--- src/sv/u8sd_pkg.sv ---
`default_nettype none

package u8sd_pkg;

	localparam int BYTE_W      = 8;
	localparam int AVAIL_W     = 3;
	localparam int CP_W        = 31;
	localparam int LEN_W       = 3;
	localparam int CONT_BITS   = 6;
	localparam int LEAD_BITS   = 7;
	localparam int ONES_W      = 4;
	localparam int QUEUE_DEPTH = 2;

	typedef enum logic [1:0] {
		ST_CHAR       = 2'd0,
		ST_END        = 2'd1,
		ST_INVALID    = 2'd2,
		ST_INCOMPLETE = 2'd3
	} status_t;

	// Class of a byte as seen without knowing whether a sequence is open.
	typedef enum logic [1:0] {
		K_ASCII = 2'd0,
		K_NUL   = 2'd1,
		K_LEAD  = 2'd2,
		K_BAD   = 2'd3
	} kind_t;

	typedef struct packed {
		logic [BYTE_W-1:0]    data_byte;
		kind_t                kind;
		logic                 avail_zero;
		logic                 lead_short;
		logic [LEN_W-1:0]     lead_len;
		logic [LEAD_BITS-1:0] lead_bits;
	} fe_word_t;

endpackage

`default_nettype wire

--- src/sv/u8sd_in_if.sv ---
`default_nettype none

interface u8sd_in_if;
	import u8sd_pkg::*;

	logic                 valid;
	logic                 ready;
	logic [BYTE_W-1:0]    data_byte;
	logic [AVAIL_W-1:0]   bytes_available;

	modport source (output valid, output data_byte, output bytes_available, input ready);
	modport sink   (input valid, input data_byte, input bytes_available, output ready);
endinterface

`default_nettype wire

--- src/sv/u8sd_out_if.sv ---
`default_nettype none

interface u8sd_out_if;
	import u8sd_pkg::*;

	logic              valid;
	logic              ready;
	logic [CP_W-1:0]   code_point;
	status_t           status;
	logic [LEN_W-1:0]  sequence_length;

	modport source (output valid, output code_point, output status, output sequence_length,
		input ready);
	modport sink   (input valid, input code_point, input status, input sequence_length,
		output ready);
endinterface

`default_nettype wire

--- src/sv/u8sd_front.sv ---
`default_nettype none

module u8sd_front #(
	parameter int MAX_SEQUENCE_BYTES = 6
) (
	u8sd_in_if.sink             byte_in,
	input  logic                queue_full,
	output logic                word_valid,
	output u8sd_pkg::fe_word_t  word
);
	import u8sd_pkg::*;

	localparam logic [ONES_W-1:0] MAX_ONES = ONES_W'(MAX_SEQUENCE_BYTES);

	logic [ONES_W-1:0] ones;
	logic              run;

	assign byte_in.ready = !queue_full;
	assign word_valid    = byte_in.valid;

	// Count the leading ones of the byte, which give the length of a lead byte.
	always_comb begin
		ones = '0;
		run  = 1'b1;
		for (int i = BYTE_W - 1; i >= 0; i--) begin
			if (run && byte_in.data_byte[i]) begin
				ones = ones + ONES_W'(1);
			end else begin
				run = 1'b0;
			end
		end
	end

	always_comb begin
		word.data_byte  = byte_in.data_byte;
		word.avail_zero = (byte_in.bytes_available == '0);
		word.lead_short = (ones > {1'b0, byte_in.bytes_available});
		word.lead_len   = ones[LEN_W-1:0];
		word.lead_bits  = byte_in.data_byte[LEAD_BITS-1:0] & (7'h7f >> ones);
		if (!byte_in.data_byte[BYTE_W-1]) begin
			word.kind = (byte_in.data_byte == '0) ? K_NUL : K_ASCII;
		end else if (ones >= ONES_W'(2) && ones <= MAX_ONES) begin
			word.kind = K_LEAD;
		end else begin
			word.kind = K_BAD;
		end
	end
endmodule

`default_nettype wire

--- src/sv/u8sd_queue.sv ---
`default_nettype none

module u8sd_queue (
	input  logic                clk,
	input  logic                arst_n,
	input  logic                push_valid,
	input  u8sd_pkg::fe_word_t  push_word,
	output logic                full,
	input  logic                pop,
	output logic                pop_valid,
	output u8sd_pkg::fe_word_t  pop_word
);
	import u8sd_pkg::*;

	localparam int PTR_W = (QUEUE_DEPTH > 1) ? $clog2(QUEUE_DEPTH) : 1;
	localparam int CNT_W = $clog2(QUEUE_DEPTH + 1);

	fe_word_t           slots_q [QUEUE_DEPTH];
	logic [PTR_W-1:0]   wr_ptr_q;
	logic [PTR_W-1:0]   rd_ptr_q;
	logic [CNT_W-1:0]   count_q;
	logic               push;

	assign full      = (count_q == CNT_W'(QUEUE_DEPTH));
	assign pop_valid = (count_q != '0);
	assign push      = push_valid && !full;
	assign pop_word  = slots_q[rd_ptr_q];

	always_ff @(posedge clk) begin
		if (push) begin
			slots_q[wr_ptr_q] <= push_word;
		end
	end

	always_ff @(posedge clk or negedge arst_n) begin
		if (!arst_n) begin
			wr_ptr_q <= '0;
			rd_ptr_q <= '0;
			count_q  <= '0;
		end else begin
			if (push) begin
				wr_ptr_q <= (wr_ptr_q == PTR_W'(QUEUE_DEPTH - 1)) ? '0 : wr_ptr_q + PTR_W'(1);
			end
			if (pop) begin
				rd_ptr_q <= (rd_ptr_q == PTR_W'(QUEUE_DEPTH - 1)) ? '0 : rd_ptr_q + PTR_W'(1);
			end
			if (push && !pop) begin
				count_q <= count_q + CNT_W'(1);
			end else if (pop && !push) begin
				count_q <= count_q - CNT_W'(1);
			end
		end
	end
endmodule

`default_nettype wire

--- src/sv/u8sd_back.sv ---
`default_nettype none

module u8sd_back #(
	parameter int MAX_SEQUENCE_BYTES = 6
) (
	input  logic                clk,
	input  logic                arst_n,
	input  logic                q_valid,
	input  u8sd_pkg::fe_word_t  q_word,
	output logic                pop,
	u8sd_out_if.source          char_out
);
	import u8sd_pkg::*;

	logic [LEN_W-1:0]  bytes_pending_q;
	logic [LEN_W-1:0]  sequence_total_q;
	logic [CP_W-1:0]   partial_value_q;

	logic              out_valid_q;
	logic [CP_W-1:0]   code_point_q;
	status_t           status_q;
	logic [LEN_W-1:0]  length_q;

	logic              emit;
	logic [CP_W-1:0]   emit_cp;
	status_t           emit_status;
	logic [LEN_W-1:0]  emit_len;
	logic [LEN_W-1:0]  pending_d;
	logic [LEN_W-1:0]  total_d;
	logic [CP_W-1:0]   partial_d;
	logic [CP_W-1:0]   shifted;
	logic              is_cont;

	assign pop = q_valid && (!out_valid_q || char_out.ready);

	assign char_out.valid           = out_valid_q;
	assign char_out.code_point      = code_point_q;
	assign char_out.status          = status_q;
	assign char_out.sequence_length = length_q;

	assign is_cont = (q_word.data_byte[BYTE_W-1 -: 2] == 2'b10);
	assign shifted = {partial_value_q[CP_W-CONT_BITS-1:0], q_word.data_byte[CONT_BITS-1:0]};

	always_comb begin
		emit        = 1'b0;
		emit_cp     = '0;
		emit_status = ST_CHAR;
		emit_len    = '0;
		pending_d   = bytes_pending_q;
		total_d     = sequence_total_q;
		partial_d   = partial_value_q;
		if (bytes_pending_q != '0) begin
			if (!is_cont) begin
				// A bad continuation byte is consumed and counted in the length.
				emit        = 1'b1;
				emit_status = ST_INVALID;
				emit_len    = sequence_total_q - bytes_pending_q + LEN_W'(1);
				pending_d   = '0;
				total_d     = '0;
				partial_d   = '0;
			end else if (bytes_pending_q == LEN_W'(1)) begin
				emit      = 1'b1;
				emit_cp   = shifted;
				emit_len  = sequence_total_q;
				pending_d = '0;
				total_d   = '0;
				partial_d = '0;
			end else begin
				partial_d = shifted;
				pending_d = bytes_pending_q - LEN_W'(1);
			end
		end else if (q_word.avail_zero) begin
			emit        = 1'b1;
			emit_status = ST_INCOMPLETE;
		end else begin
			case (q_word.kind)
				K_ASCII: begin
					emit     = 1'b1;
					emit_cp  = CP_W'(q_word.data_byte);
					emit_len = LEN_W'(1);
				end
				K_NUL: begin
					emit        = 1'b1;
					emit_status = ST_END;
					emit_len    = LEN_W'(1);
				end
				K_LEAD: begin
					if (q_word.lead_short) begin
						emit        = 1'b1;
						emit_status = ST_INCOMPLETE;
					end else begin
						partial_d = CP_W'(q_word.lead_bits);
						pending_d = q_word.lead_len - LEN_W'(1);
						total_d   = q_word.lead_len;
					end
				end
				default: begin
					emit        = 1'b1;
					emit_status = ST_INVALID;
					emit_len    = LEN_W'(1);
				end
			endcase
		end
	end

	always_ff @(posedge clk or negedge arst_n) begin
		if (!arst_n) begin
			bytes_pending_q  <= '0;
			sequence_total_q <= '0;
			partial_value_q  <= '0;
			out_valid_q      <= 1'b0;
		end else begin
			if (pop) begin
				bytes_pending_q  <= pending_d;
				sequence_total_q <= total_d;
				partial_value_q  <= partial_d;
			end
			if (pop && emit) begin
				out_valid_q <= 1'b1;
			end else if (char_out.ready) begin
				out_valid_q <= 1'b0;
			end
		end
	end

	always_ff @(posedge clk) begin
		if (pop && emit) begin
			code_point_q <= emit_cp;
			status_q     <= emit_status;
			length_q     <= emit_len;
		end
	end

`ifndef SYNTHESIS
	a_pending_below_total: assert property (@(posedge clk) disable iff (!arst_n)
		bytes_pending_q != '0 |-> bytes_pending_q < sequence_total_q)
		else $error("pending count not below sequence length");

	a_pending_bounded: assert property (@(posedge clk) disable iff (!arst_n)
		bytes_pending_q <= LEN_W'(MAX_SEQUENCE_BYTES - 1))
		else $error("pending count above the longest sequence");

	a_cp_zero_unless_char: assert property (@(posedge clk) disable iff (!arst_n)
		out_valid_q && status_q != ST_CHAR |-> code_point_q == '0)
		else $error("non-character result carries a code point");

	a_no_pop_when_empty: assert property (@(posedge clk) disable iff (!arst_n)
		pop |-> q_valid)
		else $error("pop from an empty queue");
`endif
endmodule

`default_nettype wire

--- src/sv/utf8_stream_decoder.sv ---
`default_nettype none

// Byte-serial UTF-8 decoder for the original form with sequences of up to six bytes.
// Each input word carries one stream byte and the number of buffer bytes left from it
// on; each result word carries a 31-bit code point, a status (character, end of string,
// invalid, incomplete) and the number of bytes it consumed. Lead bytes that open a
// sequence and middle continuation bytes give no result. The front classifies each
// byte combinationally and pushes it into a two-word queue; the back holds the open
// sequence and an output register. A byte is taken every cycle in steady flow. The
// byte that completes a result is written into the queue and then, when the back
// takes it, into the output register that holds the result word. Results leave at
// up to one per cycle. In steady flow the queue holds one word, so a stall on the
// output side fills the spare slot and then holds the input off while the queue is
// full; the input stays stopped until the output accepts again.
module utf8_stream_decoder #(
	parameter int MAX_SEQUENCE_BYTES = 6
) (
	input  logic        clk,
	input  logic        arst_n,
	u8sd_in_if.sink     byte_in,
	u8sd_out_if.source  char_out
);
	import u8sd_pkg::*;

	fe_word_t  fe_word;
	logic      fe_valid;
	logic      queue_full;
	fe_word_t  q_word;
	logic      q_valid;
	logic      q_pop;

	u8sd_front #(
		.MAX_SEQUENCE_BYTES(MAX_SEQUENCE_BYTES)
	) u_front (
		.byte_in    (byte_in),
		.queue_full (queue_full),
		.word_valid (fe_valid),
		.word       (fe_word)
	);

	u8sd_queue u_queue (
		.clk        (clk),
		.arst_n     (arst_n),
		.push_valid (fe_valid),
		.push_word  (fe_word),
		.full       (queue_full),
		.pop        (q_pop),
		.pop_valid  (q_valid),
		.pop_word   (q_word)
	);

	u8sd_back #(
		.MAX_SEQUENCE_BYTES(MAX_SEQUENCE_BYTES)
	) u_back (
		.clk      (clk),
		.arst_n   (arst_n),
		.q_valid  (q_valid),
		.q_word   (q_word),
		.pop      (q_pop),
		.char_out (char_out)
	);
endmodule

`default_nettype wire
--- src/flat_wrapper.sv ---
// flat-port wrapper written by rule: the top's interface ports become plain ports
module utf8_stream_decoder_flat import u8sd_pkg::*;
#(
	parameter int MAX_SEQUENCE_BYTES = 6
)
  (clk, arst_n, byte_in_valid, byte_in_data_byte, byte_in_bytes_available, byte_in_ready, char_out_valid, char_out_code_point, char_out_status, char_out_sequence_length, char_out_ready);
  u8sd_in_if byte_in_i ();
  u8sd_out_if char_out_i ();
  input  logic clk;
  input  logic arst_n;
  input wire logic [$bits(byte_in_i.valid)-1:0] byte_in_valid;
  input wire logic [$bits(byte_in_i.data_byte)-1:0] byte_in_data_byte;
  input wire logic [$bits(byte_in_i.bytes_available)-1:0] byte_in_bytes_available;
  output wire logic [$bits(byte_in_i.ready)-1:0] byte_in_ready;
  output wire logic [$bits(char_out_i.valid)-1:0] char_out_valid;
  output wire logic [$bits(char_out_i.code_point)-1:0] char_out_code_point;
  output wire logic [$bits(char_out_i.status)-1:0] char_out_status;
  output wire logic [$bits(char_out_i.sequence_length)-1:0] char_out_sequence_length;
  input wire logic [$bits(char_out_i.ready)-1:0] char_out_ready;
  assign byte_in_i.valid = byte_in_valid;
  assign byte_in_i.data_byte = byte_in_data_byte;
  assign byte_in_i.bytes_available = byte_in_bytes_available;
  assign byte_in_ready = byte_in_i.ready;
  assign char_out_valid = char_out_i.valid;
  assign char_out_code_point = char_out_i.code_point;
  assign char_out_status = char_out_i.status;
  assign char_out_sequence_length = char_out_i.sequence_length;
  assign char_out_i.ready = char_out_ready;
  utf8_stream_decoder #(.MAX_SEQUENCE_BYTES(MAX_SEQUENCE_BYTES)) u_core (.clk(clk), .arst_n(arst_n), .byte_in(byte_in_i), .char_out(char_out_i));
endmodule
--- config.mk ---
export PLATFORM = sky130hd
export DESIGN_NAME = utf8_stream_decoder_flat
export DESIGN_NICKNAME = d
export VERILOG_FILES = /design/src/sv/u8sd_pkg.sv /design/src/sv/u8sd_in_if.sv /design/src/sv/u8sd_out_if.sv /design/src/sv/u8sd_front.sv /design/src/sv/u8sd_queue.sv /design/src/sv/u8sd_back.sv /design/src/sv/utf8_stream_decoder.sv /design/src/flat_wrapper.sv
export SDC_FILE = /design/constraint.sdc
export NUM_CORES = 1
export LEC_CHECK = 0
export BUFFER_PORTS_ARGS = -buffer_cell sky130_fd_sc_hd__buf_2
export CAP_MARGIN = 15
export CORE_MARGIN = 5
export CORE_UTILIZATION = 40
export CTS_CLUSTER_SIZE = 20
export DETAILED_ROUTE_END_ITERATION = 8
export SYNTH_ARGS = -nofsm -noshare
export SYNTH_HDL_FRONTEND = slang
export SYNTH_HIERARCHICAL = 1
export SYNTH_SLANG_ARGS = --single-unit
--- constraint.sdc ---
create_clock -name clk -period 7.62 [get_ports clk]
set_input_delay 1.524 -clock clk [delete_from_list [all_inputs] [get_ports clk]]
set_output_delay 1.524 -clock clk [all_outputs]
set_load 0.01 [all_outputs]
==> summary.txt <==
status: completed
Post-synth EDFFs: 80
FF-to-FF End: u_core/u_back/char_out.code_point[13]
fraction of the mapped netlist area in compound gates: 0.104
Post-Syn Instances: 437
count of cell types in the netlist: 64
Max Clk Rate: 0.204 GHz
# diodes: 0
FF-to-FF setup slack: 5.01 ns
die height: 127 microns
clock slew at reported path FFs: 0.05 ns
antenna violations before repair: 0
Setup-failing EPs final: 0
I/O pin count: 53
flops & latches, synth: 116
synthesis-to-finish area growth: 17.2%
FFs w/ async S/R, synth: 0.310
CTS tree: yes
Ys Warns: 6
critical path class: in2reg
placed cell area: 5800 sq um
syn_nets: 467
DRC: 0
crit-path max FO: 8
final hold violation count: 0
Critical Path Source Type: input pin
Hold Crit Class: reg2reg
# hold bufs at CTS: 0
RSZ-0062 raised after global routing: no
post-CTS sizing: 0
ys flop type: edfxtp_1
crit path DAT: 5.04 ns
global-route wire length before repair: 16700 microns
VDD IR max: 164 uV
multiplexer share of the synthesized area: 0.0471
Simple-Gate Fraction of Synth Area: 0.137
row count: 42
total track usage: 0.132
layout cell share with drive strength beyond 1: 0.275
Leak Pwr: 2.61 nW
maxcap violations: 0
GRT overflow: 0
post-synthesis sequential area ratio: 0.604
Initial DRC Count: 182
Post-Synth XOR/XNOR Area: 0.0206
Final nets: 518
synthesized area: 5470 sq um
Die X: 127 microns
Core ar.: 13300 sq um
vias in the first global route: 3354
Crit. End Element: flip-flop
largest area contributor in the netlist: edfxtp_1
Slew HR: 0.314
routability congestion estimate: 0.890
setup slack at placement: 2.30 ns
Post-DRT Antenna Nets: 0
Max Root-Sink Buffers: 2
final core occ: 0.481
reg2reg path depth: 6
design area: 6420 sq um
Clk Latency, worst-skew pair: 0.41 ns
top cell type's share of synthesized area: 0.439
HPWL Detailed: 6830 microns
post-CTS setup buffer count: 0
max-slew violations: 0
skew final: 0.00683 ns
CP Capture Point: u_core/u_queue/slots_q[1][10]
Routed WL: 9990 microns
Final Critical Period: 4.89 ns
Root Driver: clkbuf_16
port bufs: 52
Final Cycle Share: 0.642
Adder-Cell Fraction of Synth Area: 0.0343
min setup slack post-route: 2.73 ns
DR pass1 iterations: 4
CP required: 7.77 ns
Hold Slack: 0.470 ns
syn_area_per_cell: 12.5 sq um
full die area: 16100 sq um
Num CTS Buffers: 17
Worst Tran Pin Value: 1.03 ns
largest net degree at the start of global routing: 55
Max H-tree Level: 4
Fill cells: 1223
Vias/cell: 4.97
largest cells by area after synthesis: edfxtp_1 (44%), dfrtp_1 (16%), mux2_2 (4.5%), nand2_1 (4.4%), and2_1 (3.9%)
Critical R2R Launch: u_core/u_queue/rd_ptr_q
CP Launch Point: byte_in_data_byte[7]
power per cell area: 406 nW/um^2
vias: 3365
DR WL/cell: 14.8 microns
largest family of logic cells by synthesized area: simple AND/OR/NAND/NOR gates
TNS Setup: 0 ns
Starting Density: 0.410
Clock Sinks: 116
==> report_power, final <==
group / internal, mW / switching [mW] / total, mW
Combinational: 0.298 / 0.503 / 0.801
Sequential: 0.920 / 0.0708 / 0.991
Clock: 0.543 / 0.269 / 0.811
Total: 1.76 / 0.842 / 2.60
==> logic make-up after synthesis <==
family,Yosys count
xor gates and xnor gates,12
DFF,116
AOI/OAI and AO/OA,80
adders and majority gates,15
and+or+nand+nor,140
buffers and inverters,51
muxes,23
==> state kept, by name (all words and copies together), names as in the netlist <==
register / cells
u_core/u_queue/count_q: 2
u_core/u_back/bytes_pending_q: 3
u_core/u_back/sequence_total_q: 3
u_core/u_back/char_out.valid: 1
u_core/u_queue/slots_q: 44
u_core/u_queue/wr_ptr_q: 1
u_core/u_back/char_out.status: 2
u_core/u_back/char_out.sequence_length: 3
u_core/u_queue/rd_ptr_q: 1
u_core/u_back/char_out.code_point: 31
u_core/u_back/partial_value_q: 25
==> cells in the final DEF, fill, tap and decap left out, types with 2 or more instances in the layout <==
cell and n:
buf_2 52, o21ai_0 10, nor4_1 3, nor3b_1 2
and2_1 34, dfrtp_1 36, and3_1 4, a21oi_1 10
nor2_1 5, xnor2_1 7, o21ai_2 7, nor3_1 2
nand2b_1 7, a22oi_1 8, clkbuf_16 17, a22o_1 2
bufinv_16 4, buf_4 5, a31oi_1 2, ha_1 15
nand2_1 64, clkinv_4 2, edfxtp_1 80, mux2_2 22
o31a_1 2, clkinv_2 6, or2_2 4, xor2_1 4
inv_1 26, o21ai_1 17, o221ai_1 3
==> worst max-delay path, stage by stage <==
cell and delay (ns):
buf_2 0.14, and2_2 0.22, ha_1 0.32, o31a_1 0.34, ha_1 0.29, inv_1 0.04
o311ai_1 0.36, nand2_1 0.17, ha_1 0.32, nor2_1 0.05, a31oi_2 0.32, ha_1 0.32
a21o_1 0.16, a21oi_1 0.14, a31oi_1 0.05, or2_2 0.28
==> how the worst min path moves through the flow <==
stage                                       from                                 to  slack [ns]  cells past startpoint
6_report       u_core/u_back/partial_value_q[24]  u_core/u_back/partial_value_q[24]        0.47                      2
5_1_grt        u_core/u_back/partial_value_q[24]  u_core/u_back/partial_value_q[24]        0.50                      2
4_1_cts        u_core/u_back/partial_value_q[24]  u_core/u_back/partial_value_q[24]        0.48                      2
3_5_place_dp   u_core/u_back/partial_value_q[24]  u_core/u_back/partial_value_q[24]        0.46                      2
3_3_place_gp   u_core/u_back/partial_value_q[24]  u_core/u_back/partial_value_q[24]        0.46                      2
2_1_floorplan  u_core/u_back/partial_value_q[24]  u_core/u_back/partial_value_q[24]        0.44                      2
==> metal layers <==
metal | up-vias | track usage | routed length, microns | share of wire
met2 | 86 | 0.213 | 4910 | 0.49
li1 | 1662 | - | - | -
met1 | 1599 | 0.161 | 4370 | 0.44
met3 | 18 | 0.0367 | 470 | 0.047
met4 | 0 | 0.0707 | 234 | 0.023
met5 | - | 0 | 0 | 0
==> cells in the mapped netlist (all sizes together) (4+ instances only) <==
cell / count
dfrtp: 36
nor2: 6
and3: 4
xor2: 5
nand2b: 7
inv: 26
xnor2: 7
o21ai: 34
edfxtp: 80
a22oi: 8
mux2: 22
nand2: 64
and2: 36
ha: 15
or2: 5
a21oi: 11
buf: 22
==> cell type report <==
cell class	instances	area (sq um)	share of cell area
well taps	176	220	0.0343
clock buffers	17	425	0.0663
inverters	26	97.6	0.0152
flip-flops and latches	116	3300	0.515
clock inverters	15	188	0.0293
multi-input cells	270	1880	0.294
repair buffers	57	298	0.0464
==> per-stage QoR <==
step           power (mW)  std cells
2_1_floorplan        1.62        437
4_1_cts              2.64        677
6_report             2.60        677
5_1_grt              2.76        677
3_5_place_dp         1.81        645
3_3_place_gp         1.80        645
Power figures use the tool's default switching activity.
